`config.mk`:
```
export PLATFORM = sky130hd
export DESIGN_NAME = tzsp_tag_parser_flat
export DESIGN_NICKNAME = d
export VERILOG_FILES = /design/src/rtl/core/tzsp_pkg.sv /design/src/rtl/core/tzsp_in_if.sv /design/src/rtl/core/tzsp_out_if.sv /design/src/rtl/core/tzsp_tag_parser.sv /design/src/flat_wrapper.sv
export VERILOG_INCLUDE_DIRS = /design/src /design/src/rtl/core
export SDC_FILE = /design/constraint.sdc
export NUM_CORES = 1
export LEC_CHECK = 0
export BUFFER_PORTS_ARGS = -buffer_cell sky130_fd_sc_hd__buf_4
export CORE_MARGIN = 10
export CORE_UTILIZATION = 60
export DETAILED_ROUTE_END_ITERATION = 10
export PLACE_DENSITY = 0.84
export RECOVER_POWER = 50
export SYNTH_ARGS = -nofsm -noshare
export SYNTH_HDL_FRONTEND = slang
export SYNTH_SLANG_ARGS = --single-unit
export TNS_END_PERCENT = 100
```
`constraint.sdc`:
```
create_clock -name i_clk -period 4.38 [get_ports i_clk]
set_input_delay 0.438 -clock i_clk [delete_from_list [all_inputs] [get_ports i_clk]]
set_output_delay 0.438 -clock i_clk [all_outputs]
set_load 0.01 [all_outputs]
```
`src/rtl/core/assert_macros.svh`:
```
// Assertion macros for the RTL files; the tag parser includes them.
`ifndef ASSERT_MACROS_SVH
`define ASSERT_MACROS_SVH

// The consequent must hold in the same cycle as the antecedent.
`define ASSERT_SAME(label, clk, rst_n, ante, cons) \
    label: assert property (@(posedge clk) disable iff (!(rst_n)) (ante) |-> (cons)) \
        else $error("assertion failed");

// The consequent must hold in the cycle after the antecedent.
`define ASSERT_NEXT(label, clk, rst_n, ante, cons) \
    label: assert property (@(posedge clk) disable iff (!(rst_n)) (ante) |=> (cons)) \
        else $error("assertion failed");

`endif

```
`src/rtl/core/tzsp_pkg.sv`:
```
package tzsp_pkg;

    localparam int unsigned MAX_PACKET_BYTES = 65535;
    localparam logic [7:0] TZSP_VERSION = 8'd1;

    localparam int unsigned CFG_IDX_W = 3;
    localparam int unsigned CFG_DATA_W = 8;

    localparam logic [CFG_IDX_W-1:0] CFG_END_TAG = 3'd0;
    localparam logic [CFG_IDX_W-1:0] CFG_PAD_TAG = 3'd1;
    localparam logic [CFG_IDX_W-1:0] CFG_FRAME_LEN_TAG = 3'd2;
    localparam logic [CFG_IDX_W-1:0] CFG_STAMP32_TAG = 3'd3;
    localparam logic [CFG_IDX_W-1:0] CFG_TIMEVAL_TAG = 3'd4;

    localparam logic [7:0] RST_END_TAG = 8'd1;
    localparam logic [7:0] RST_PAD_TAG = 8'd0;
    localparam logic [7:0] RST_FRAME_LEN_TAG = 8'd41;
    localparam logic [7:0] RST_STAMP32_TAG = 8'd13;
    localparam logic [7:0] RST_TIMEVAL_TAG = 8'd255;

    typedef enum logic [1:0] {
        ST_OK      = 2'd0,
        ST_SHORT   = 2'd1,
        ST_BAD_VER = 2'd2,
        ST_NO_END  = 2'd3
    } t_status;

    typedef enum logic [1:0] {
        SK_NONE    = 2'd0,
        SK_STAMP32 = 2'd1,
        SK_TIMEVAL = 2'd2
    } t_stamp_kind;

    localparam int unsigned FLAG_FRAME = 0;
    localparam int unsigned FLAG_STAMP32 = 1;
    localparam int unsigned FLAG_TIMEVAL = 2;

    typedef struct packed {
        t_status     status;
        logic [15:0] encap;
        logic [15:0] wire_length;
        logic        wire_len_tagged;
        t_stamp_kind stamp_kind;
        logic [31:0] stamp_sec;
        logic [31:0] stamp_usec;
        logic [15:0] payload_offset;
    } t_result;

endpackage

```
`src/rtl/core/tzsp_in_if.sv`:
```
interface tzsp_in_if;
    logic       valid;
    logic       ready;
    logic [7:0] data_byte;
    logic       last;

    modport source (output valid, output data_byte, output last, input ready);
    modport sink (input valid, input data_byte, input last, output ready);
endinterface

```
`src/rtl/core/tzsp_out_if.sv`:
```
interface tzsp_out_if;
    logic                   valid;
    logic                   ready;
    logic [1:0]             status;
    logic [15:0]            encap;
    logic [15:0]            wire_length;
    logic                   wire_len_tagged;
    logic [1:0]             stamp_kind;
    logic [31:0]            stamp_sec;
    logic [31:0]            stamp_usec;
    logic [15:0]            payload_offset;

    modport source (
        output valid, output status, output encap, output wire_length,
        output wire_len_tagged, output stamp_kind, output stamp_sec,
        output stamp_usec, output payload_offset, input ready
    );
    modport sink (
        input valid, input status, input encap, input wire_length,
        input wire_len_tagged, input stamp_kind, input stamp_sec,
        input stamp_usec, input payload_offset, output ready
    );
endinterface

```
`src/rtl/core/tzsp_tag_parser.sv`:
```
// TZSP header and tag parser.
// The input channel carries one packet byte per beat, with last set on the
// final byte. The output channel carries one summary beat per packet:
// status, encapsulation, wire length, timestamp and payload offset.
// Tag codes are set through the write port and may only change while no
// packet is in flight.
// Throughput is one byte per cycle unless a full output register stalls
// the input. The parse state is updated in the cycle a byte is accepted,
// and the summary enters the output register in the cycle after its last byte.
// A single output register holds the summary. While it is full and the
// receiver stalls, the input stops accepting bytes; when the receiver takes
// the summary in the same cycle, a new byte is accepted at once.
// Reset clears the parse state and the output valid flag and restores the
// default tag codes. After each last byte the parse state returns to the
// header phase, ready for the next packet.
`include "assert_macros.svh"

module tzsp_tag_parser #(
    parameter int unsigned MAX_PACKET_BYTES = tzsp_pkg::MAX_PACKET_BYTES
) (
    input  logic                            i_clk,
    input  logic                            i_rst_n,
    input  logic                            i_cfg_we,
    input  logic [tzsp_pkg::CFG_IDX_W-1:0]  i_cfg_idx,
    input  logic [tzsp_pkg::CFG_DATA_W-1:0] i_cfg_data,
    tzsp_in_if.sink                         i_in,
    tzsp_out_if.source                      o_out
);

    typedef enum logic [5:0] {
        PH_HEADER = 6'b000001,
        PH_TYPE   = 6'b000010,
        PH_LEN    = 6'b000100,
        PH_VALUE  = 6'b001000,
        PH_DONE   = 6'b010000,
        PH_BAD    = 6'b100000
    } t_phase;

    logic [7:0] r_end_tag, r_pad_tag, r_frame_tag, r_stamp_tag, r_tv_tag;

    t_phase      r_phase, n_phase;
    logic [15:0] r_count, n_count;
    logic [7:0]  r_version, n_version;
    logic [15:0] r_encap, n_encap;
    logic [7:0]  r_left, n_left;
    logic [7:0]  r_index, n_index;
    logic [15:0] r_frame, n_frame;
    logic [31:0] r_sec, n_sec;
    logic [31:0] r_usec, n_usec;
    logic [2:0]  r_found, n_found;
    logic [2:0]  r_sel, n_sel;
    logic [15:0] r_end_off, n_end_off;

    tzsp_pkg::t_result r_out, n_out;
    logic              r_out_valid;

    logic       in_acc;
    logic       out_acc;
    logic [7:0] d;

    assign d = i_in.data_byte;
    assign i_in.ready = !r_out_valid || o_out.ready;
    assign in_acc = i_in.valid && i_in.ready;
    assign out_acc = r_out_valid && o_out.ready;

    always_ff @(posedge i_clk) begin
        if (!i_rst_n) begin
            r_end_tag <= tzsp_pkg::RST_END_TAG;
            r_pad_tag <= tzsp_pkg::RST_PAD_TAG;
            r_frame_tag <= tzsp_pkg::RST_FRAME_LEN_TAG;
            r_stamp_tag <= tzsp_pkg::RST_STAMP32_TAG;
            r_tv_tag <= tzsp_pkg::RST_TIMEVAL_TAG;
        end else if (i_cfg_we) begin
            case (i_cfg_idx)
                tzsp_pkg::CFG_END_TAG: r_end_tag <= i_cfg_data;
                tzsp_pkg::CFG_PAD_TAG: r_pad_tag <= i_cfg_data;
                tzsp_pkg::CFG_FRAME_LEN_TAG: r_frame_tag <= i_cfg_data;
                tzsp_pkg::CFG_STAMP32_TAG: r_stamp_tag <= i_cfg_data;
                tzsp_pkg::CFG_TIMEVAL_TAG: r_tv_tag <= i_cfg_data;
                default: ;
            endcase
        end
    end

    always_comb begin
        n_phase = r_phase;
        n_version = r_version;
        n_encap = r_encap;
        n_left = r_left;
        n_index = r_index;
        n_frame = r_frame;
        n_sec = r_sec;
        n_usec = r_usec;
        n_found = r_found;
        n_sel = r_sel;
        n_end_off = r_end_off;
        n_count = (r_count < 16'(MAX_PACKET_BYTES)) ? r_count + 16'd1 : r_count;

        case (r_phase)
            PH_HEADER: begin
                if (r_count == 16'd0) begin
                    n_version = d;
                end else if (r_count == 16'd2) begin
                    n_encap = {d, 8'h00};
                end else if (r_count == 16'd3) begin
                    n_encap[7:0] = d;
                    n_phase = (r_version == tzsp_pkg::TZSP_VERSION) ? PH_TYPE : PH_BAD;
                end
            end
            PH_TYPE: begin
                if (d == r_end_tag) begin
                    n_end_off = (r_count != 16'hFFFF) ? r_count + 16'd1 : 16'hFFFF;
                    n_phase = PH_DONE;
                end else if (d != r_pad_tag) begin
                    n_sel = 3'b000;
                    if (d == r_frame_tag && !r_found[tzsp_pkg::FLAG_FRAME]) begin
                        n_found[tzsp_pkg::FLAG_FRAME] = 1'b1;
                        n_sel[tzsp_pkg::FLAG_FRAME] = 1'b1;
                        n_frame = 16'd0;
                    end
                    if (d == r_tv_tag && !r_found[tzsp_pkg::FLAG_TIMEVAL]) begin
                        n_found[tzsp_pkg::FLAG_TIMEVAL] = 1'b1;
                        n_sel[tzsp_pkg::FLAG_TIMEVAL] = 1'b1;
                        n_sec = 32'd0;
                        n_usec = 32'd0;
                    end
                    if (d == r_stamp_tag && !r_found[tzsp_pkg::FLAG_STAMP32]) begin
                        n_found[tzsp_pkg::FLAG_STAMP32] = 1'b1;
                        if (!n_found[tzsp_pkg::FLAG_TIMEVAL]) begin
                            n_sel[tzsp_pkg::FLAG_STAMP32] = 1'b1;
                            n_sec = 32'd0;
                        end
                    end
                    n_phase = PH_LEN;
                end
            end
            PH_LEN: begin
                n_left = d;
                n_index = 8'd0;
                n_phase = (d != 8'd0) ? PH_VALUE : PH_TYPE;
            end
            PH_VALUE: begin
                if (r_sel[tzsp_pkg::FLAG_FRAME]) begin
                    case (r_index)
                        8'd0: n_frame[15:8] = d;
                        8'd1: n_frame[7:0] = d;
                        default: ;
                    endcase
                end
                if (r_sel[tzsp_pkg::FLAG_STAMP32]) begin
                    case (r_index)
                        8'd0: n_sec[31:24] = d;
                        8'd1: n_sec[23:16] = d;
                        8'd2: n_sec[15:8] = d;
                        8'd3: n_sec[7:0] = d;
                        default: ;
                    endcase
                end
                if (r_sel[tzsp_pkg::FLAG_TIMEVAL]) begin
                    case (r_index)
                        8'd4: n_sec[31:24] = d;
                        8'd5: n_sec[23:16] = d;
                        8'd6: n_sec[15:8] = d;
                        8'd7: n_sec[7:0] = d;
                        8'd12: n_usec[31:24] = d;
                        8'd13: n_usec[23:16] = d;
                        8'd14: n_usec[15:8] = d;
                        8'd15: n_usec[7:0] = d;
                        default: ;
                    endcase
                end
                n_index = r_index + 8'd1;
                n_left = r_left - 8'd1;
                if (r_left == 8'd1) begin
                    n_phase = PH_TYPE;
                end
            end
            default: ;
        endcase
    end

    always_comb begin
        n_out.status = tzsp_pkg::ST_OK;
        n_out.encap = 16'd0;
        n_out.wire_length = n_count;
        n_out.wire_len_tagged = 1'b0;
        n_out.stamp_kind = tzsp_pkg::SK_NONE;
        n_out.stamp_sec = 32'd0;
        n_out.stamp_usec = 32'd0;
        n_out.payload_offset = 16'd0;
        if (n_phase == PH_HEADER) begin
            n_out.status = tzsp_pkg::ST_SHORT;
        end else if (n_phase == PH_BAD) begin
            n_out.status = tzsp_pkg::ST_BAD_VER;
            n_out.encap = n_encap;
        end else begin
            n_out.status = (n_phase == PH_DONE) ? tzsp_pkg::ST_OK : tzsp_pkg::ST_NO_END;
            n_out.encap = n_encap;
            if (n_found[tzsp_pkg::FLAG_FRAME]) begin
                n_out.wire_length = n_frame;
                n_out.wire_len_tagged = 1'b1;
            end
            if (n_found[tzsp_pkg::FLAG_TIMEVAL]) begin
                n_out.stamp_kind = tzsp_pkg::SK_TIMEVAL;
                n_out.stamp_sec = n_sec;
                n_out.stamp_usec = n_usec;
            end else if (n_found[tzsp_pkg::FLAG_STAMP32]) begin
                n_out.stamp_kind = tzsp_pkg::SK_STAMP32;
                n_out.stamp_sec = n_sec;
            end
            if (n_phase == PH_DONE) begin
                n_out.payload_offset = n_end_off;
            end
        end
    end

    always_ff @(posedge i_clk) begin
        if (!i_rst_n || (in_acc && i_in.last)) begin
            r_phase <= PH_HEADER;
            r_count <= 16'd0;
            r_version <= 8'd0;
            r_encap <= 16'd0;
            r_left <= 8'd0;
            r_index <= 8'd0;
            r_frame <= 16'd0;
            r_sec <= 32'd0;
            r_usec <= 32'd0;
            r_found <= 3'b000;
            r_sel <= 3'b000;
            r_end_off <= 16'd0;
        end else if (in_acc) begin
            r_phase <= n_phase;
            r_count <= n_count;
            r_version <= n_version;
            r_encap <= n_encap;
            r_left <= n_left;
            r_index <= n_index;
            r_frame <= n_frame;
            r_sec <= n_sec;
            r_usec <= n_usec;
            r_found <= n_found;
            r_sel <= n_sel;
            r_end_off <= n_end_off;
        end
    end

    always_ff @(posedge i_clk) begin
        if (!i_rst_n) begin
            r_out_valid <= 1'b0;
        end else if (in_acc && i_in.last) begin
            r_out_valid <= 1'b1;
        end else if (out_acc) begin
            r_out_valid <= 1'b0;
        end
    end

    always_ff @(posedge i_clk) begin
        if (in_acc && i_in.last) begin
            r_out <= n_out;
        end
    end

    assign o_out.valid = r_out_valid;
    assign o_out.status = r_out.status;
    assign o_out.encap = r_out.encap;
    assign o_out.wire_length = r_out.wire_length;
    assign o_out.wire_len_tagged = r_out.wire_len_tagged;
    assign o_out.stamp_kind = r_out.stamp_kind;
    assign o_out.stamp_sec = r_out.stamp_sec;
    assign o_out.stamp_usec = r_out.stamp_usec;
    assign o_out.payload_offset = r_out.payload_offset;

    // A summary beat only ever follows an accepted last byte.
    `ASSERT_SAME(a_out_after_last, i_clk, i_rst_n, $rose(r_out_valid),
        $past(in_acc && i_in.last))

    // The parse state starts over after every packet.
    `ASSERT_NEXT(a_restart, i_clk, i_rst_n, in_acc && i_in.last,
        r_phase == PH_HEADER && r_count == 16'd0 && r_found == 3'b000)

    // Only a packet that reached its end tag reports a payload offset.
    `ASSERT_SAME(a_offset_ok_only, i_clk, i_rst_n,
        r_out_valid && r_out.status != tzsp_pkg::ST_OK, r_out.payload_offset == 16'd0)

endmodule

```
`src/flat_wrapper.sv`:
```
// flat-port wrapper written by rule: the top's interface ports become plain ports
module tzsp_tag_parser_flat 
#(
    parameter int unsigned MAX_PACKET_BYTES = tzsp_pkg::MAX_PACKET_BYTES
)
  (i_clk, i_rst_n, i_cfg_we, i_cfg_idx, i_cfg_data, i_in_valid, i_in_data_byte, i_in_last, i_in_ready, o_out_valid, o_out_status, o_out_encap, o_out_wire_length, o_out_wire_len_tagged, o_out_stamp_kind, o_out_stamp_sec, o_out_stamp_usec, o_out_payload_offset, o_out_ready);
  tzsp_in_if i_in_i ();
  tzsp_out_if o_out_i ();
  input  logic i_clk;
  input  logic i_rst_n;
  input  logic i_cfg_we;
  input  logic [tzsp_pkg::CFG_IDX_W-1:0] i_cfg_idx;
  input  logic [tzsp_pkg::CFG_DATA_W-1:0] i_cfg_data;
  input wire logic [$bits(i_in_i.valid)-1:0] i_in_valid;
  input wire logic [$bits(i_in_i.data_byte)-1:0] i_in_data_byte;
  input wire logic [$bits(i_in_i.last)-1:0] i_in_last;
  output wire logic [$bits(i_in_i.ready)-1:0] i_in_ready;
  output wire logic [$bits(o_out_i.valid)-1:0] o_out_valid;
  output wire logic [$bits(o_out_i.status)-1:0] o_out_status;
  output wire logic [$bits(o_out_i.encap)-1:0] o_out_encap;
  output wire logic [$bits(o_out_i.wire_length)-1:0] o_out_wire_length;
  output wire logic [$bits(o_out_i.wire_len_tagged)-1:0] o_out_wire_len_tagged;
  output wire logic [$bits(o_out_i.stamp_kind)-1:0] o_out_stamp_kind;
  output wire logic [$bits(o_out_i.stamp_sec)-1:0] o_out_stamp_sec;
  output wire logic [$bits(o_out_i.stamp_usec)-1:0] o_out_stamp_usec;
  output wire logic [$bits(o_out_i.payload_offset)-1:0] o_out_payload_offset;
  input wire logic [$bits(o_out_i.ready)-1:0] o_out_ready;
  assign i_in_i.valid = i_in_valid;
  assign i_in_i.data_byte = i_in_data_byte;
  assign i_in_i.last = i_in_last;
  assign i_in_ready = i_in_i.ready;
  assign o_out_valid = o_out_i.valid;
  assign o_out_status = o_out_i.status;
  assign o_out_encap = o_out_i.encap;
  assign o_out_wire_length = o_out_i.wire_length;
  assign o_out_wire_len_tagged = o_out_i.wire_len_tagged;
  assign o_out_stamp_kind = o_out_i.stamp_kind;
  assign o_out_stamp_sec = o_out_i.stamp_sec;
  assign o_out_stamp_usec = o_out_i.stamp_usec;
  assign o_out_payload_offset = o_out_i.payload_offset;
  assign o_out_i.ready = o_out_ready;
  tzsp_tag_parser #(.MAX_PACKET_BYTES(MAX_PACKET_BYTES)) u_core (.i_clk(i_clk), .i_rst_n(i_rst_n), .i_cfg_we(i_cfg_we), .i_cfg_idx(i_cfg_idx), .i_cfg_data(i_cfg_data), .i_in(i_in_i), .o_out(o_out_i));
endmodule
```
# After elaboration in Yosys (flattened, before gate mapping)
# Index checks and enable logic that the tools add are counted.
[totals] wordCells=173 ff_bits=322 output_inout_bits=119 inputBits=25
[op_classes] reduce_logical=31 n_addsub=3 order_cmp=1 bitwise_logic=3 n_eq_ne=32 muxes=76
[ops] operator="$mux W32" count=12
[ops] operator="$mux W99" count=2
[ops] operator="$mux W16" count=11
[ops] operator="$mux W8" count=17
[ops] operator="$pmux W32 S2" count=2
[ops] operator="$mux W6" count=7
[ops] operator="$mux W34" count=1
[ops] operator="$mux W33" count=1
[ops] operator="$eq A16 B2 Y1 const B" count=2
[ops] operator="$eq A8 B3 Y1 const B" count=4
[ops] operator="$eq A8 B4 Y1 const B" count=4
[ops] operator="$eq A8 B8 Y1" count=4
[ops] operator="$pmux W16 S2" count=1
[ops] operator="$pmux W8 S2" count=2
[ops] operator="$eq A8 B1 Y1 const B" count=3
[ops] operator="$pmux W6 S4" count=1
[ops] operator="$mux W18" count=1
[ops] operator="$mux W17" count=1
[ops] operator="$add A16 B1 Y16 const B" count=1
[ops] operator="$eq A8 B2 Y1 const B" count=2
[ops] operator="$logic_not A16 Y1" count=1
[ops] operator="$lt A16 B16 Y1 const B" count=1
[ops] operator="$ne A16 B16 Y1 const B" count=1
[ops] operator="$eq A6 B1 Y1 const B" count=2
[ops] operator="other kinds (28)" count=62

# Longest topological paths before layout
[logic_depth] word_depth=15 depth_mapped=10

# Worst setup path before layout
# Ideal clock, no wire load.
[synth_timing] path_kind="input to register" startpoint="input port o_out_ready" endpoint="register u_core.r_out (netlist bit u_core.o_out.encap[0]) (enable)" cell_stages=5 setup_ns=0.470 arrival_time_ns=3.402 path_slack_ns=0.508 cell_sequence="nand2b_1 and2_1 clkbuf_1 nand2_1 inv_1"
[synth_via] elab_chain_cells=3
[synth_lines] element="start: declaration" line="flat_wrapper.sv:27" source="input wire logic [$bits(o_out_i.ready)-1:0] o_out_ready;"
[synth_lines] element="$logic_or A1 B1 Y1" line="tzsp_tag_parser.sv:62" source="assign i_in.ready = !r_out_valid || o_out.ready;"
[synth_lines] element="$logic_and A1 B1 Y1" line="tzsp_tag_parser.sv:63" source="assign in_acc = i_in.valid && i_in.ready;"
[synth_lines] element="$logic_and A1 B1 Y1" line="tzsp_tag_parser.sv:258" source="if (in_acc && i_in.last) begin"
[synth_lines] element="end signal: assignment" line="tzsp_tag_parser.sv:259" source="r_out <= n_out;"
[synth_lines] element="end: declaration" line="tzsp_tag_parser.sv:54" source="tzsp_pkg::t_result r_out, n_out;"
# Every way passes these cells.
# A chain may end at the register's enable or synchronous reset.

# Final worst setup path
[layout_timing] startpoint="input port i_rst_n" endpoint="register u_core.r_count[9]"
[layout_via] elab_chain_cells=2
[layout_lines] element="start: declaration" line="flat_wrapper.sv:10" source="input logic i_rst_n;"
[layout_lines] element="$logic_not A1 Y1"
[layout_lines] element="$logic_or A1 B1 Y1" line="tzsp_tag_parser.sv:218" source="if (!i_rst_n || (in_acc && i_in.last)) begin"
[layout_lines] element="end signal: assignment" line="tzsp_tag_parser.sv:233" source="r_count <= n_count;"
[layout_lines] element="end: declaration" line="tzsp_tag_parser.sv:42" source="logic [15:0] r_count, n_count;"
# Every way passes these cells.

==> impl_results.md <==
* Detailed-router iteration count before antenna repair at 5
* Most used standard cell by instance count after synthesis: sky130_fd_sc_hd__nand2_1
* Violated checks: capacitance limit, slew limit
* Clock tree from TritonCTS: built
* Standard-cell row count at 58
* Maximum number of pins on one net before global-route repair at 71
* Core area at 25100 µm²
* Later-pin clock latency in the skew report at 0.51 ns
* Clock Tree Buf Depth at 3
* Post-Syn Nets at 1694
* Leading post-synthesis cells by instance count: sky130_fd_sc_hd__nand2_1 (233), sky130_fd_sc_hd__dfxtp_1 (205), sky130_fd_sc_hd__nand3_1 (137)
* Predominant post-synthesis flop cell: sky130_fd_sc_hd__dfxtp_1
* Largest fanout of any net on the critical path at 58
* Length in cells of the worst reg-to-reg path at 6
* Crit path required time at 4.79 ns
* Global-route wire length before repair at 66900 µm
* Fraction of the mapped netlist area in compound gates at 18.2%
* Buffer type at the clock tree root: sky130_fd_sc_hd__clkbuf_16
* Worst rel slew slack at -60.4%
* Time the final worst path needs with I/O delays and setup at 3.85 ns
* Via count of the first global-routing pass at 12500
* Antenna violations before repair at 0
* # DRC at 0
* Critical R2R Launch: u_core.r_count[0]
* Xor-xnor portion of the synthesized cell area at 3.27%
* Final standard cell area without fillers at 17000 µm²
* All-layer global routing usage at 24.5%
* Async S/R FF share, synth at 0%
* Synthesized flop and latch total at 322
* Outcome: finished with violations
* Critical path capture point type: flip-flop
* Max_cap viols at 4
* Power density normalized to cell area at 377 nW/µm²
* H-tree level count at 2
* Antenna Nets Post-Route at 0
* TritonCTS sink count at 322
* Netlist area before placement at 15300 µm²
* Synth top area cells: sky130_fd_sc_hd__dfxtp_1 (27%), sky130_fd_sc_hd__edfxtp_1 (23%), sky130_fd_sc_hd__nand2_1 (5.7%)
* Vias at 13300
* Worst Setup EP: u_core.r_count[9]
* Height of the die at 180 µm
* Final number of max-transition violations at 214
* Setup Total Neg Slack at 0 ns
* Clock-pin transition on the worst setup and hold timing paths at 0.07 ns
* Final net count at 1738
* Worst-margin pin slew at 2.41 ns
* Startpoint Class: input port
* Overall Power at 6.42 mW
* Quantity of hold-fixing buffers added after cts at 0
* Worst path setup slack after routing at 0.533 ns
* Cell type with the highest aggregate area in the netlist: sky130_fd_sc_hd__dfxtp_1
* I/O Pins at 144
* Post-DP HPWL at 25700 µm
* Placer congestion estimate at 0.952
* Warnings from Yosys at 0
* Reg2reg setup slack at 0.92 ns
* Unrepaired setup endpoints after global routing: false
* Setup clock skew after layout at 0.0122 ns
* Number of buffers created by CTS at 34
* Proportion of netlist area held by the largest area contributor at 26.9%
* Total of endpoints with negative setup slack in the final report at 0
* Resize count post-CTS at 0
* Fraction of layout cells with a size suffix above 1 at 8.04%
* Layout-stage area growth over the synthesis result at 11.4%
* Hold Crit Class: input port to flip-flop
* Post-synthesis share of cell area spent on and, or, nand and nor gates at 19.1%
* Critical setup path kind: input port to flip-flop
* Die footprint at 32200 µm²
* Sequential fraction of the synthesis area at 49.9%
* Cell area reported after detailed placement at 16400 µm²
* Number of cells produced by synthesis at 1659
* Netlist cell types at 72
* Iter 0 DRT Violations at 1851
* Post-synth EDFFs at 117
* Highest clock rate at 260 MHz
* Synthesized-area fraction occupied by adder cells at 0.819%
* Number of endpoints with negative hold slack in the final report at 0
* Multiplexer fraction of the synthesized cell area at 4.13%
* Buffers added on ports at 143
* Post-Syn Area per Cell at 9.20 µm²
* Antenna diode instance count at 0
* Worst ir drop on vdd at 0.301 mV
* Combinational family with the most area after synthesis: simple AND/OR/NAND/NOR gates
* Final global-route overflow total at 0
* Worst slack at placement at 0.825 ns
* Worst EP arrival at 4.26 ns
* Die width at 180 µm
* DR WL/cell at 20.3 µm
* Worst setup path startpoint: i_rst_n
* Share of the cycle needed by the critical path after routing at 87.8%
* Mean number of vias per cell at 6.44
* Routed WL at 41800 µm
* Setup repair bufs after CTS at 0
* Starting utilization of the core area at 60.8%
* Cell leakage power at 5.45 nW
* Critical register-to-register path endpoint: u_core.o_out.payload_offset[2]
through the flow:
step,hold WS (ns),utilization (%),instances
after floorplan,0.436,-,1659
after global placement,0.441,65.2,1997
after detailed placement,0.448,65.2,1997
after CTS,0.177,69.6,2059
after global routing,0.214,67.7,2059
final,0.197,67.7,2059
worst min path at each step:
stage	from	to	slack, ns	depth (start not counted)
after detailed placement	u_core.r_encap[14]	u_core.r_encap[14]	0.45	2
after global placement	u_core.r_encap[8]	u_core.r_encap[8]	0.44	2
after global routing	i_cfg_data[2]	u_core.r_tv_tag[2]	0.21	3
after floorplan	u_core.r_encap[10]	u_core.r_encap[10]	0.44	2
final	i_cfg_data[3]	u_core.r_frame_tag[3]	0.20	3
after CTS	i_cfg_data[3]	u_core.r_frame_tag[3]	0.18	3
registers in the layout (all words and copies together) (netlist names), 16 cells and up:
name / count
u_core.r_usec: 32
u_core.r_encap: 16
u_core.o_out.payload_offset: 16
u_core.r_count: 16
u_core.r_frame: 16
u_core.o_out.stamp_sec: 32
u_core.o_out.encap: 16
u_core.o_out.stamp_usec: 32
u_core.r_end_off: 16
u_core.o_out.wire_length: 16
u_core.r_sec: 32
cell families (layout without fill, tap and decap cells):
family | after synthesis | after routing
muxes | 61 | 61
AOI/OAI and AO/OA | 403 | 403
and+or+nand+nor | 632 | 632
DFF | 322 | 322
adders and majority gates | 10 | 10
buffers and inverters | 174 | 244
xor gates and xnor gates | 57 | 57
routing by layer:
| layer | wire length [µm] | track usage (%) | share of wire [%] | vias to the layer above |
|---|---|---|---|---|
| li1 | - | - | - | 6145 |
| met2 | 19600 | 39.3 | 47 | 746 |
| met1 | 17300 | 32.3 | 41 | 6267 |
| met5 | 0 | 0 | 0 | - |
| met4 | 1290 | 9.43 | 3.1 | 0 |
| met3 | 3660 | 4.28 | 8.7 | 100 |
placed cells by master, fill, tap and decap left out, types with 3 or more instances in the layout:
cell	Yosys	routed
sky130_fd_sc_hd__inv_1	14	13
sky130_fd_sc_hd__xnor2_1	36	36
sky130_fd_sc_hd__nand4_1	31	31
sky130_fd_sc_hd__mux2i_1	45	45
sky130_fd_sc_hd__nor3b_1	3	3
sky130_fd_sc_hd__dfxtp_1	205	205
sky130_fd_sc_hd__nor2_1	134	134
sky130_fd_sc_hd__clkinv_1	1	8
sky130_fd_sc_hd__a311oi_1	35	35
sky130_fd_sc_hd__nand2b_1	4	4
sky130_fd_sc_hd__o21ai_0	40	40
sky130_fd_sc_hd__a32oi_1	48	48
sky130_fd_sc_hd__a22oi_1	42	42
sky130_fd_sc_hd__and2_1	11	10
sky130_fd_sc_hd__a21boi_0	32	31
sky130_fd_sc_hd__a211oi_1	30	30
sky130_fd_sc_hd__nor3_1	16	14
sky130_fd_sc_hd__clkbuf_1	127	127
sky130_fd_sc_hd__and2_0	2	3
sky130_fd_sc_hd__clkbuf_16	0	38
sky130_fd_sc_hd__nor4_1	12	11
sky130_fd_sc_hd__mux2_2	16	16
sky130_fd_sc_hd__or2_2	3	3
sky130_fd_sc_hd__nand4b_1	3	3
sky130_fd_sc_hd__nand2_1	233	232
sky130_fd_sc_hd__buf_4	4	43
sky130_fd_sc_hd__nand3_1	137	137
sky130_fd_sc_hd__clkinv_2	0	6
sky130_fd_sc_hd__a31oi_1	8	8
sky130_fd_sc_hd__and4_1	4	4
sky130_fd_sc_hd__ha_1	10	10
sky130_fd_sc_hd__edfxtp_1	117	117
sky130_fd_sc_hd__xor2_1	21	21
sky130_fd_sc_hd__o211ai_1	3	3
sky130_fd_sc_hd__a211oi_2	7	7
sky130_fd_sc_hd__and3_1	21	21
sky130_fd_sc_hd__a21oi_1	134	134
sky130_fd_sc_hd__nor4b_1	4	3
report_power, final:
| part | switching (mW) | internal, mW |
|---|---|---|
| Combinational | 0.300 | 0.106 |
| Clock | 1.16 | 1.67 |
| Sequential | 0.0323 | 3.16 |
| Total | 1.49 | 4.93 |
worst max-delay path, stage by stage:
cell,delay [ns]
sky130_fd_sc_hd__clkbuf_1,1.26
sky130_fd_sc_hd__nand2_1,1.62
sky130_fd_sc_hd__buf_12,0.62
sky130_fd_sc_hd__a211oi_1,0.28
layout make-up:
| cell class | count | area [µm²] |
|---|---|---|
| well taps | 330 | 413 |
| fillers | 2002 | 8100 |
| flip-flops and latches | 322 | 7620 |
| clock inverters | 16 | 103 |
| multi-input cells | 1163 | 7010 |
| repair buffers | 167 | 807 |
| inverters | 15 | 58.8 |
| clock buffers | 46 | 1000 |
Power figures use the tool's default switching activity.
